`src/rtl/sound_sample_dma_channel_core_macros.svh`:
```
// Assertion macros used by the sample DMA channel step module (sdma_step).
`ifndef SOUND_SAMPLE_DMA_CHANNEL_CORE_MACROS_SVH
`define SOUND_SAMPLE_DMA_CHANNEL_CORE_MACROS_SVH

`ifndef SYNTHESIS

// Same-cycle implication, clocked on clk, off while rst_n is low.
`define SDMA_ASSERT(label, ante, cons, msg) \
  label: assert property (@(posedge clk) disable iff (!rst_n) (ante) |-> (cons)) \
    else $error(msg);

// Next-cycle implication, clocked on clk, off while rst_n is low.
`define SDMA_ASSERT_NEXT(label, ante, cons, msg) \
  label: assert property (@(posedge clk) disable iff (!rst_n) (ante) |=> (cons)) \
    else $error(msg);

`else

`define SDMA_ASSERT(label, ante, cons, msg)
`define SDMA_ASSERT_NEXT(label, ante, cons, msg)

`endif

`endif

```
`src/rtl/sdma_pkg.sv`:
```
// Types, constants and helper functions for the sample DMA channel.
`timescale 1ns / 1ps

package sdma_pkg;

  localparam int ADDRESS_BITS_DEF = 20;
  localparam int LEN_BITS         = 20;
  localparam int FETCH_ADDR_BITS  = 20;
  localparam int WIDE_BITS        = 24;   // three byte lanes

  typedef enum logic [1:0] {
    OP_TICK  = 2'd0,
    OP_WRITE = 2'd1,
    OP_READ  = 2'd2
  } opcode_t;

  // register offsets
  localparam logic [2:0] OFF_SRC_LO = 3'd0;
  localparam logic [2:0] OFF_SRC_MD = 3'd1;
  localparam logic [2:0] OFF_SRC_HI = 3'd2;
  localparam logic [2:0] OFF_LEN_LO = 3'd4;
  localparam logic [2:0] OFF_LEN_MD = 3'd5;
  localparam logic [2:0] OFF_LEN_HI = 3'd6;

  // byte lanes
  localparam logic [1:0] LANE_LO = 2'd0;
  localparam logic [1:0] LANE_MD = 2'd1;
  localparam logic [1:0] LANE_HI = 2'd2;

  // control register bits
  localparam int CTL_ENABLE_BIT = 7;
  localparam int CTL_DOWN_BIT   = 6;
  localparam int CTL_HYPER_BIT  = 4;
  localparam int CTL_REPEAT_BIT = 3;
  localparam logic [7:0] CTL_WR_MASK = ~8'h20;

  // rate select codes and timer reload values
  localparam logic [1:0] RATE_0 = 2'd0;
  localparam logic [1:0] RATE_1 = 2'd1;
  localparam logic [1:0] RATE_2 = 2'd2;
  localparam logic [2:0] TMR_RATE_0 = 3'd5;
  localparam logic [2:0] TMR_RATE_1 = 3'd3;
  localparam logic [2:0] TMR_RATE_2 = 3'd1;
  localparam logic [2:0] TMR_RATE_3 = 3'd0;

  typedef struct packed {
    opcode_t    opcode;
    logic [2:0] reg_offset;
    logic       reg_is_control;
    logic [7:0] write_data;
  } item_t;

  typedef struct packed {
    logic [7:0]                 read_data;
    logic                       fetch_valid;
    logic [FETCH_ADDR_BITS-1:0] fetch_address;
    logic                       fetch_target;
    logic                       channel_active;
  } result_t;

  function automatic logic [2:0] rate_reload(input logic [1:0] rate);
    logic [2:0] t;
    case (rate)
      RATE_0:  t = TMR_RATE_0;
      RATE_1:  t = TMR_RATE_1;
      RATE_2:  t = TMR_RATE_2;
      default: t = TMR_RATE_3;
    endcase
    return t;
  endfunction

  function automatic logic [WIDE_BITS-1:0] put_lane(input logic [WIDE_BITS-1:0] w,
                                                    input logic [1:0] lane,
                                                    input logic [7:0] b);
    logic [WIDE_BITS-1:0] r;
    r = w;
    case (lane)
      LANE_LO: r[7:0]   = b;
      LANE_MD: r[15:8]  = b;
      LANE_HI: r[23:16] = b;
      default: r = w;
    endcase
    return r;
  endfunction

  function automatic logic [7:0] get_lane(input logic [WIDE_BITS-1:0] w,
                                          input logic [1:0] lane);
    logic [7:0] r;
    case (lane)
      LANE_LO: r = w[7:0];
      LANE_MD: r = w[15:8];
      LANE_HI: r = w[23:16];
      default: r = 8'd0;
    endcase
    return r;
  endfunction

endpackage

```
`src/rtl/sdma_in_reg.sv`:
```
// Input register stage: holds one accepted beat until the step stage takes it.
`timescale 1ns / 1ps

module sdma_in_reg (
  input  logic            clk,
  input  logic            rst_n,
  input  logic            in_valid,
  input  sdma_pkg::item_t in_item,
  output logic            in_stall,
  input  logic            down_ready,
  output logic            item_valid,
  output sdma_pkg::item_t item
);

  logic            vld_r, vld_nxt;
  sdma_pkg::item_t item_r;
  logic            load;

  assign in_stall = vld_r && !down_ready;
  assign load     = in_valid && !in_stall;

  always_comb begin
    vld_nxt = vld_r;
    if (load) begin
      vld_nxt = 1'b1;
    end else if (down_ready) begin
      vld_nxt = 1'b0;
    end
  end

  always_ff @(posedge clk) begin
    if (!rst_n) begin
      vld_r <= 1'b0;
    end else begin
      vld_r <= vld_nxt;
    end
  end

  always_ff @(posedge clk) begin
    if (load) begin
      item_r <= in_item;
    end
  end

  assign item_valid = vld_r;
  assign item       = item_r;

endmodule

```
`src/rtl/sdma_step.sv`:
```
// Channel state registers and the combinational tick / register access logic.
`timescale 1ns / 1ps
`include "sound_sample_dma_channel_core_macros.svh"

module sdma_step #(
  parameter int ADDRESS_BITS = sdma_pkg::ADDRESS_BITS_DEF
) (
  input  logic              clk,
  input  logic              rst_n,
  input  logic              fire,
  input  sdma_pkg::item_t   item,
  output sdma_pkg::result_t res
);

  localparam int LB = sdma_pkg::LEN_BITS;
  localparam int WB = sdma_pkg::WIDE_BITS;

  logic [ADDRESS_BITS-1:0] src_r, src_nxt, srl_r, srl_nxt;
  logic [LB-1:0]           len_r, len_nxt, lrl_r, lrl_nxt, len_dec;
  logic [7:0]              ctl_r, ctl_nxt;
  logic [2:0]              tmr_r, tmr_nxt;
  logic [WB-1:0]           src_wide, len_wide, src_put, len_put;
  logic [1:0]              lane;

  assign src_wide = WB'(src_r);
  assign len_wide = WB'(len_r);
  assign len_dec  = len_r - 1'b1;
  // source and length lanes share the low offset bits
  assign lane     = item.reg_offset[1:0];
  assign src_put  = sdma_pkg::put_lane(src_wide, lane, item.write_data);
  assign len_put  = sdma_pkg::put_lane(len_wide, lane, item.write_data);

  always_comb begin
    src_nxt = src_r;
    srl_nxt = srl_r;
    len_nxt = len_r;
    lrl_nxt = lrl_r;
    ctl_nxt = ctl_r;
    tmr_nxt = tmr_r;
    res     = '0;
    case (item.opcode)
      sdma_pkg::OP_TICK: begin
        if (ctl_r[sdma_pkg::CTL_ENABLE_BIT]) begin
          if (tmr_r == 3'd0) begin
            res.fetch_valid   = 1'b1;
            res.fetch_address = src_wide[sdma_pkg::FETCH_ADDR_BITS-1:0];
            res.fetch_target  = ctl_r[sdma_pkg::CTL_HYPER_BIT];
            src_nxt = ctl_r[sdma_pkg::CTL_DOWN_BIT] ? src_r - 1'b1 : src_r + 1'b1;
            len_nxt = len_dec;
            // end of block: loop back or stop
            if (len_dec == '0) begin
              if (ctl_r[sdma_pkg::CTL_REPEAT_BIT]) begin
                len_nxt = lrl_r;
                src_nxt = srl_r;
              end else begin
                ctl_nxt[sdma_pkg::CTL_ENABLE_BIT] = 1'b0;
              end
            end
            tmr_nxt = sdma_pkg::rate_reload(ctl_r[1:0]);
          end else begin
            tmr_nxt = tmr_r - 1'b1;
          end
        end
      end
      sdma_pkg::OP_WRITE: begin
        if (item.reg_is_control) begin
          ctl_nxt = item.write_data & sdma_pkg::CTL_WR_MASK;
        end else begin
          case (item.reg_offset)
            sdma_pkg::OFF_SRC_LO, sdma_pkg::OFF_SRC_MD, sdma_pkg::OFF_SRC_HI: begin
              src_nxt = src_put[ADDRESS_BITS-1:0];
              srl_nxt = src_put[ADDRESS_BITS-1:0];
            end
            sdma_pkg::OFF_LEN_LO, sdma_pkg::OFF_LEN_MD, sdma_pkg::OFF_LEN_HI: begin
              len_nxt = len_put[LB-1:0];
              lrl_nxt = len_put[LB-1:0];
            end
            default: ;
          endcase
        end
      end
      sdma_pkg::OP_READ: begin
        if (item.reg_is_control) begin
          res.read_data = ctl_r;
        end else begin
          case (item.reg_offset)
            sdma_pkg::OFF_SRC_LO, sdma_pkg::OFF_SRC_MD, sdma_pkg::OFF_SRC_HI:
              res.read_data = sdma_pkg::get_lane(src_wide, lane);
            sdma_pkg::OFF_LEN_LO, sdma_pkg::OFF_LEN_MD, sdma_pkg::OFF_LEN_HI:
              res.read_data = sdma_pkg::get_lane(len_wide, lane);
            default: ;
          endcase
        end
      end
      default: ;
    endcase
    res.channel_active = ctl_nxt[sdma_pkg::CTL_ENABLE_BIT];
  end

  always_ff @(posedge clk) begin
    if (!rst_n) begin
      src_r <= '0;
      srl_r <= '0;
      len_r <= '0;
      lrl_r <= '0;
      ctl_r <= '0;
      tmr_r <= '0;
    end else if (fire) begin
      src_r <= src_nxt;
      srl_r <= srl_nxt;
      len_r <= len_nxt;
      lrl_r <= lrl_nxt;
      ctl_r <= ctl_nxt;
      tmr_r <= tmr_nxt;
    end
  end

  `SDMA_ASSERT(a_fetch_only_on_tick, fire && res.fetch_valid, item.opcode == sdma_pkg::OP_TICK && ctl_r[sdma_pkg::CTL_ENABLE_BIT] && tmr_r == 3'd0, "fetch outside an enabled tick at timer zero")
  `SDMA_ASSERT(a_read_data_only_on_read, fire && res.read_data != 8'd0, item.opcode == sdma_pkg::OP_READ, "read data driven on a non-read beat")
  `SDMA_ASSERT_NEXT(a_timer_counts_down, fire && item.opcode == sdma_pkg::OP_TICK && ctl_r[sdma_pkg::CTL_ENABLE_BIT] && tmr_r != 3'd0, tmr_r == $past(tmr_r) - 3'd1, "rate timer did not count down")
  `SDMA_ASSERT_NEXT(a_timer_reload, fire && res.fetch_valid, tmr_r == sdma_pkg::rate_reload($past(ctl_r[1:0])), "rate timer not reloaded after fetch")
  `SDMA_ASSERT_NEXT(a_state_holds_when_idle, !fire, $stable(ctl_r) && $stable(src_r) && $stable(len_r), "channel state changed without a beat")

endmodule

```
`src/rtl/sdma_out_reg.sv`:
```
// Result register stage: holds a finished result until the consumer takes it.
`timescale 1ns / 1ps

module sdma_out_reg (
  input  logic              clk,
  input  logic              rst_n,
  input  logic              res_valid,
  input  sdma_pkg::result_t res,
  output logic              ready,
  output logic              take,
  input  logic              out_stall,
  output logic              out_valid,
  output sdma_pkg::result_t out_res
);

  logic              vld_r, vld_nxt;
  sdma_pkg::result_t res_r;

  assign ready = !vld_r || !out_stall;
  assign take  = res_valid && ready;

  always_comb begin
    vld_nxt = vld_r;
    if (take) begin
      vld_nxt = 1'b1;
    end else if (!out_stall) begin
      vld_nxt = 1'b0;
    end
  end

  always_ff @(posedge clk) begin
    if (!rst_n) begin
      vld_r <= 1'b0;
    end else begin
      vld_r <= vld_nxt;
    end
  end

  always_ff @(posedge clk) begin
    if (take) begin
      res_r <= res;
    end
  end

  assign out_valid = vld_r;
  assign out_res   = res_r;

endmodule

```
`src/rtl/sound_sample_dma_channel_core.sv`:
```
// Top level of the sound-sample DMA channel core.
`timescale 1ns / 1ps

// One beat per clock in sustained flow while out_stall is low: every beat (tick,
// register write or register read) gives one result beat, registered first in the
// input register and then, through the channel state update, in the result register.
// The state update (source step, length decrement, timer reload) is combinational
// between the two registers, which is what sets the one-beat-per-cycle rate. in_stall rises
// only when both the input register and the result register hold beats and out_stall is high.
module sound_sample_dma_channel_core #(
  parameter int ADDRESS_BITS = sdma_pkg::ADDRESS_BITS_DEF
) (
  input  logic        clk,
  input  logic        rst_n,
  input  logic        in_valid,
  output logic        in_stall,
  input  logic [1:0]  in_opcode,
  input  logic [2:0]  in_reg_offset,
  input  logic        in_reg_is_control,
  input  logic [7:0]  in_write_data,
  output logic        out_valid,
  input  logic        out_stall,
  output logic [7:0]  out_read_data,
  output logic        out_fetch_valid,
  output logic [19:0] out_fetch_address,
  output logic        out_fetch_target,
  output logic        out_channel_active
);

  sdma_pkg::item_t   in_item, item;
  sdma_pkg::result_t res, out_res;
  logic              item_valid, ready, take;

  always_comb begin
    in_item.opcode         = sdma_pkg::opcode_t'(in_opcode);
    in_item.reg_offset     = in_reg_offset;
    in_item.reg_is_control = in_reg_is_control;
    in_item.write_data     = in_write_data;
  end

  sdma_in_reg u_in (
    .clk        (clk),
    .rst_n      (rst_n),
    .in_valid   (in_valid),
    .in_item    (in_item),
    .in_stall   (in_stall),
    .down_ready (ready),
    .item_valid (item_valid),
    .item       (item)
  );

  sdma_step #(
    .ADDRESS_BITS (ADDRESS_BITS)
  ) u_step (
    .clk   (clk),
    .rst_n (rst_n),
    .fire  (take),
    .item  (item),
    .res   (res)
  );

  sdma_out_reg u_out (
    .clk       (clk),
    .rst_n     (rst_n),
    .res_valid (item_valid),
    .res       (res),
    .ready     (ready),
    .take      (take),
    .out_stall (out_stall),
    .out_valid (out_valid),
    .out_res   (out_res)
  );

  assign out_read_data      = out_res.read_data;
  assign out_fetch_valid    = out_res.fetch_valid;
  assign out_fetch_address  = out_res.fetch_address;
  assign out_fetch_target   = out_res.fetch_target;
  assign out_channel_active = out_res.channel_active;

endmodule
```
`config.mk`:
```
export PLATFORM = sky130hd
export DESIGN_NAME = sound_sample_dma_channel_core
export DESIGN_NICKNAME = d
export VERILOG_FILES = /design/src/rtl/sdma_pkg.sv /design/src/rtl/sdma_in_reg.sv /design/src/rtl/sdma_step.sv /design/src/rtl/sdma_out_reg.sv /design/src/rtl/sound_sample_dma_channel_core.sv
export VERILOG_INCLUDE_DIRS = /design/src /design/src/rtl
export SDC_FILE = /design/constraint.sdc
export NUM_CORES = 1
export LEC_CHECK = 0
export ABC_AREA = 1
export BUFFER_PORTS_ARGS = -buffer_cell sky130_fd_sc_hd__buf_4
export CORE_ASPECT_RATIO = 0.8
export CORE_MARGIN = 8
export CORE_UTILIZATION = 50
export DETAILED_ROUTE_END_ITERATION = 8
export PLACE_DENSITY = 0.67
export RECOVER_POWER = 25
export SYNTH_ARGS = -nofsm -noshare
export SYNTH_HDL_FRONTEND = slang
export SYNTH_SLANG_ARGS = --single-unit
```
`constraint.sdc`:
```
create_clock -name clk -period 4.8 [get_ports clk]
set_input_delay 0.48 -clock clk [delete_from_list [all_inputs] [get_ports clk]]
set_output_delay 0.48 -clock clk [all_outputs]
set_load 0.01 [all_outputs]
```
==> run metrics <==
Final Hold Vio Count 0; CTS Buf Count 17; YS warnings 0; final core occ 0.566; crit path launch type input port; ant diodes 0; port bufs 50; Core Footprint 17200 um^2; Setup Crit Path Kind input port to flop; most frequent cells in the layout 373 x nand2_1, 150 x nor2_1, 144 x a21oi_1, 144 x inv_1, 118 x o21ai_0; CP startpoint rst_n; CTS max path bufs 2; gpl congestion 0.957; GRT Total Usage 0.261; H-tree depth 4; WL final 28.9 mm; detailed-route vias per instance 5.64; Final min period 3340 ps; CP Data Required Time 5180 ps; CP max stage delay 1690 ps; Crit path depth 6; top cell type by total area after synthesis dfxtp_1; PwrDens 321 nW/um^2; violated checks max-capacitance violations, max-slew violations; clock sink count 137; Clk pwr share 0.445; setup TNS 0 ps; post-synthesis async set-or-reset flop share 0; RR Startpoint u_step.len_r[0]$_SDFFE_PN0P_; layout net count 1404; switching power 0.000933 W; Avg Synthesized Cell Area 6.52 um^2; Sw Share 0.298; commonest register cell after synthesis dfxtp_1; Starting Density 0.508; clk slew on worst S/H paths 60 ps; Initial DRC Count 1083; Syn Inst Count 1343; DR vias 9033; register area share after synthesis 0.365; hold depth 1; Post-CTS Resized 0; relative slew slack -0.622; Worst-Skew Late Latency 440 ps; CP arrival 3720 ps; Mapped Area 8750 um^2; DRC viols 0; Reg power frac 0.404; status finished with violations; post-CTS setup buffers 0; delay-heaviest family, CP buffers and inverters; Fmax 0.299 GHz; post-synth cell types 41; # IOs 51; Worst-Margin Slew 2430 ps; Tcrit/Tclk final 0.696; largest net degree at the start of global routing 66; final setup fails 0; Slew Viols, Final 128; Wirelength per Cell 18.0 um; post-route cell area 9740 um^2; Synth top area share 0.210; Cell Rows 43; Worst Hold Launch in_write_data[5]; hpwl dp 20.3 mm; Post-Syn Nets 1384; CP cell instances clkbuf_1 -> inv_1 -> clkbuf_1 -> a21oi_1 -> nand2_1 -> inv_1; worst r2r path cells 16; worst r2r dst u_step.src_r[11]$_SDFFE_PN0P_; Max-cap violations 3; top cells by area, synth dfxtp_1 21%, nand2_1 16%, edfxtp_1 15%; Pwr Total 0.00313 W; worst clock skew 9.97 ps; reg2reg setup slack 1500 ps; number of global-route vias before repair 7864; fraction of final layout cells with drive strength greater than 1 0.0661; CP bufs+invs 4; Hold Crit Class input port to flop; flops & latches, synth 137; dpl cell area 9260 um^2; combinational share of power 0.151; VDD IR max 238 uV; DRT Pass-1 Iters 5; Detail Route Antenna Nets 0; root buffer cell clkbuf_16; DIE AREA 22000 um^2; Leakage 4.28 nW; Post-synth EDFFs 45; initial antenna violation count 0; P_int 0.00220 W; worst hold slack 240 ps; CTS tree yes; slowest CP cell clkbuf_1; Setup crit end kind flop; most common cell after layout, fill and taps aside nand2_1; Post-CTS Hold Buffers 0; first-pass GRT wire length 44.6 mm; Die W 164 um; Die Height 134 um; gr ovfl total 0; area delta synth->final 11.3%; hold endpoint u_in.item[5]$_DFFE_PP_; RSZ-0062 raised after global routing no; CP Max Fanout 55
## cells in the mapped netlist (all sizes together) (2+ instances only)
| cell | n |
|---|---|
| clkbuf | 47 |
| nor2 | 163 |
| nand4 | 19 |
| xor2 | 8 |
| o21bai | 2 |
| nand2 | 376 |
| buf | 13 |
| inv | 153 |
| nor3 | 4 |
| and2 | 2 |
| nand3 | 92 |
| a21oi | 144 |
| edfxtp | 45 |
| o21ai | 124 |
| o22ai | 16 |
| dfxtp | 92 |
| nand3b | 5 |
| a31oi | 3 |
| ha | 22 |
| a22o | 2 |
## metrics by stage
stage          cells  setup slack, ps
6_report        1601             1460
5_1_grt         1601             1290
2_1_floorplan   1343             2130
4_1_cts         1601             1700
3_5_place_dp    1569             1720
3_3_place_gp    1569             1780
## power by group through the flow
stage                     Clock (W)  Combinational [W]  Sequential, W
after global placement            0           0.000466        0.00129
final                       0.00139           0.000471        0.00127
after CTS                   0.00140           0.000472        0.00126
after floorplan                   0           0.000330        0.00128
after detailed placement          0           0.000469        0.00129
after global routing        0.00146           0.000527        0.00127
## flip-flops by register name, summed over array words and instances (netlist names)
signal and count:
u_in.item_valid 1, u_step.len_r 20, u_out.out_res 31, u_step.ctl_r 7, u_step.src_r 20, u_in.item 14
u_step.tmr_r 3, u_step.srl_r 20, u_step.lrl_r 20, u_out.out_valid 1
## how the worst max path moves through the flow
stage	end	slack [ps]
floorplan	u_step.src_r[10]$_SDFFE_PN0P_	2130
global placement	u_step.src_r[12]$_SDFFE_PN0P_	1780
detailed placement	u_step.src_r[19]$_SDFFE_PN0P_	1720
CTS	u_step.src_r[19]$_SDFFE_PN0P_	1700
global route	u_step.src_r[5]$_SDFFE_PN0P_	1290
finish	u_step.ctl_r[7]$_SDFFE_PN0P_	1460
## worst reg2reg max path, stage by stage (launching register included)
cell,delay (ps)
dfxtp_1,470
inv_2,120
ha_1,280
nand3_2,150
inv_2,60
nand2_1,60
nand2_1,40
nand2_1,80
nand2_1,90
inv_1,60
nand2_1,80
nor2_2,480
nand3_2,620
nand2_1,230
nand3_1,100
nand2_1,90
a21oi_1,60
## metal layers
layer / routed length, um / part of all wire / track usage
met3: 3430 / 0.12 / 0.0750
met4: 547 / 0.019 / 0.0822
met1: 13400 / 0.46 / 0.387
met5: 0 / 0 / 0
met2: 11500 / 0.40 / 0.352
## layout make-up
type	count	area, um^2
Sequential cell	137	3190
Clock inverter	15	190
Multi-Input combinational cell	992	4750
Tap cell	225	282
Timing Repair Buffer	61	323
Fill cell	1687	7480
Inverter	154	578
Clock buffer	17	425
## logic make-up after synthesis
logic type      synth area share
simple gates               0.320
xor+xnor                 0.00901
fa+ha+maj                 0.0337
compound gates             0.178
flops                      0.365
buf+inv                   0.0951
Power figures use the tool's default switching activity.
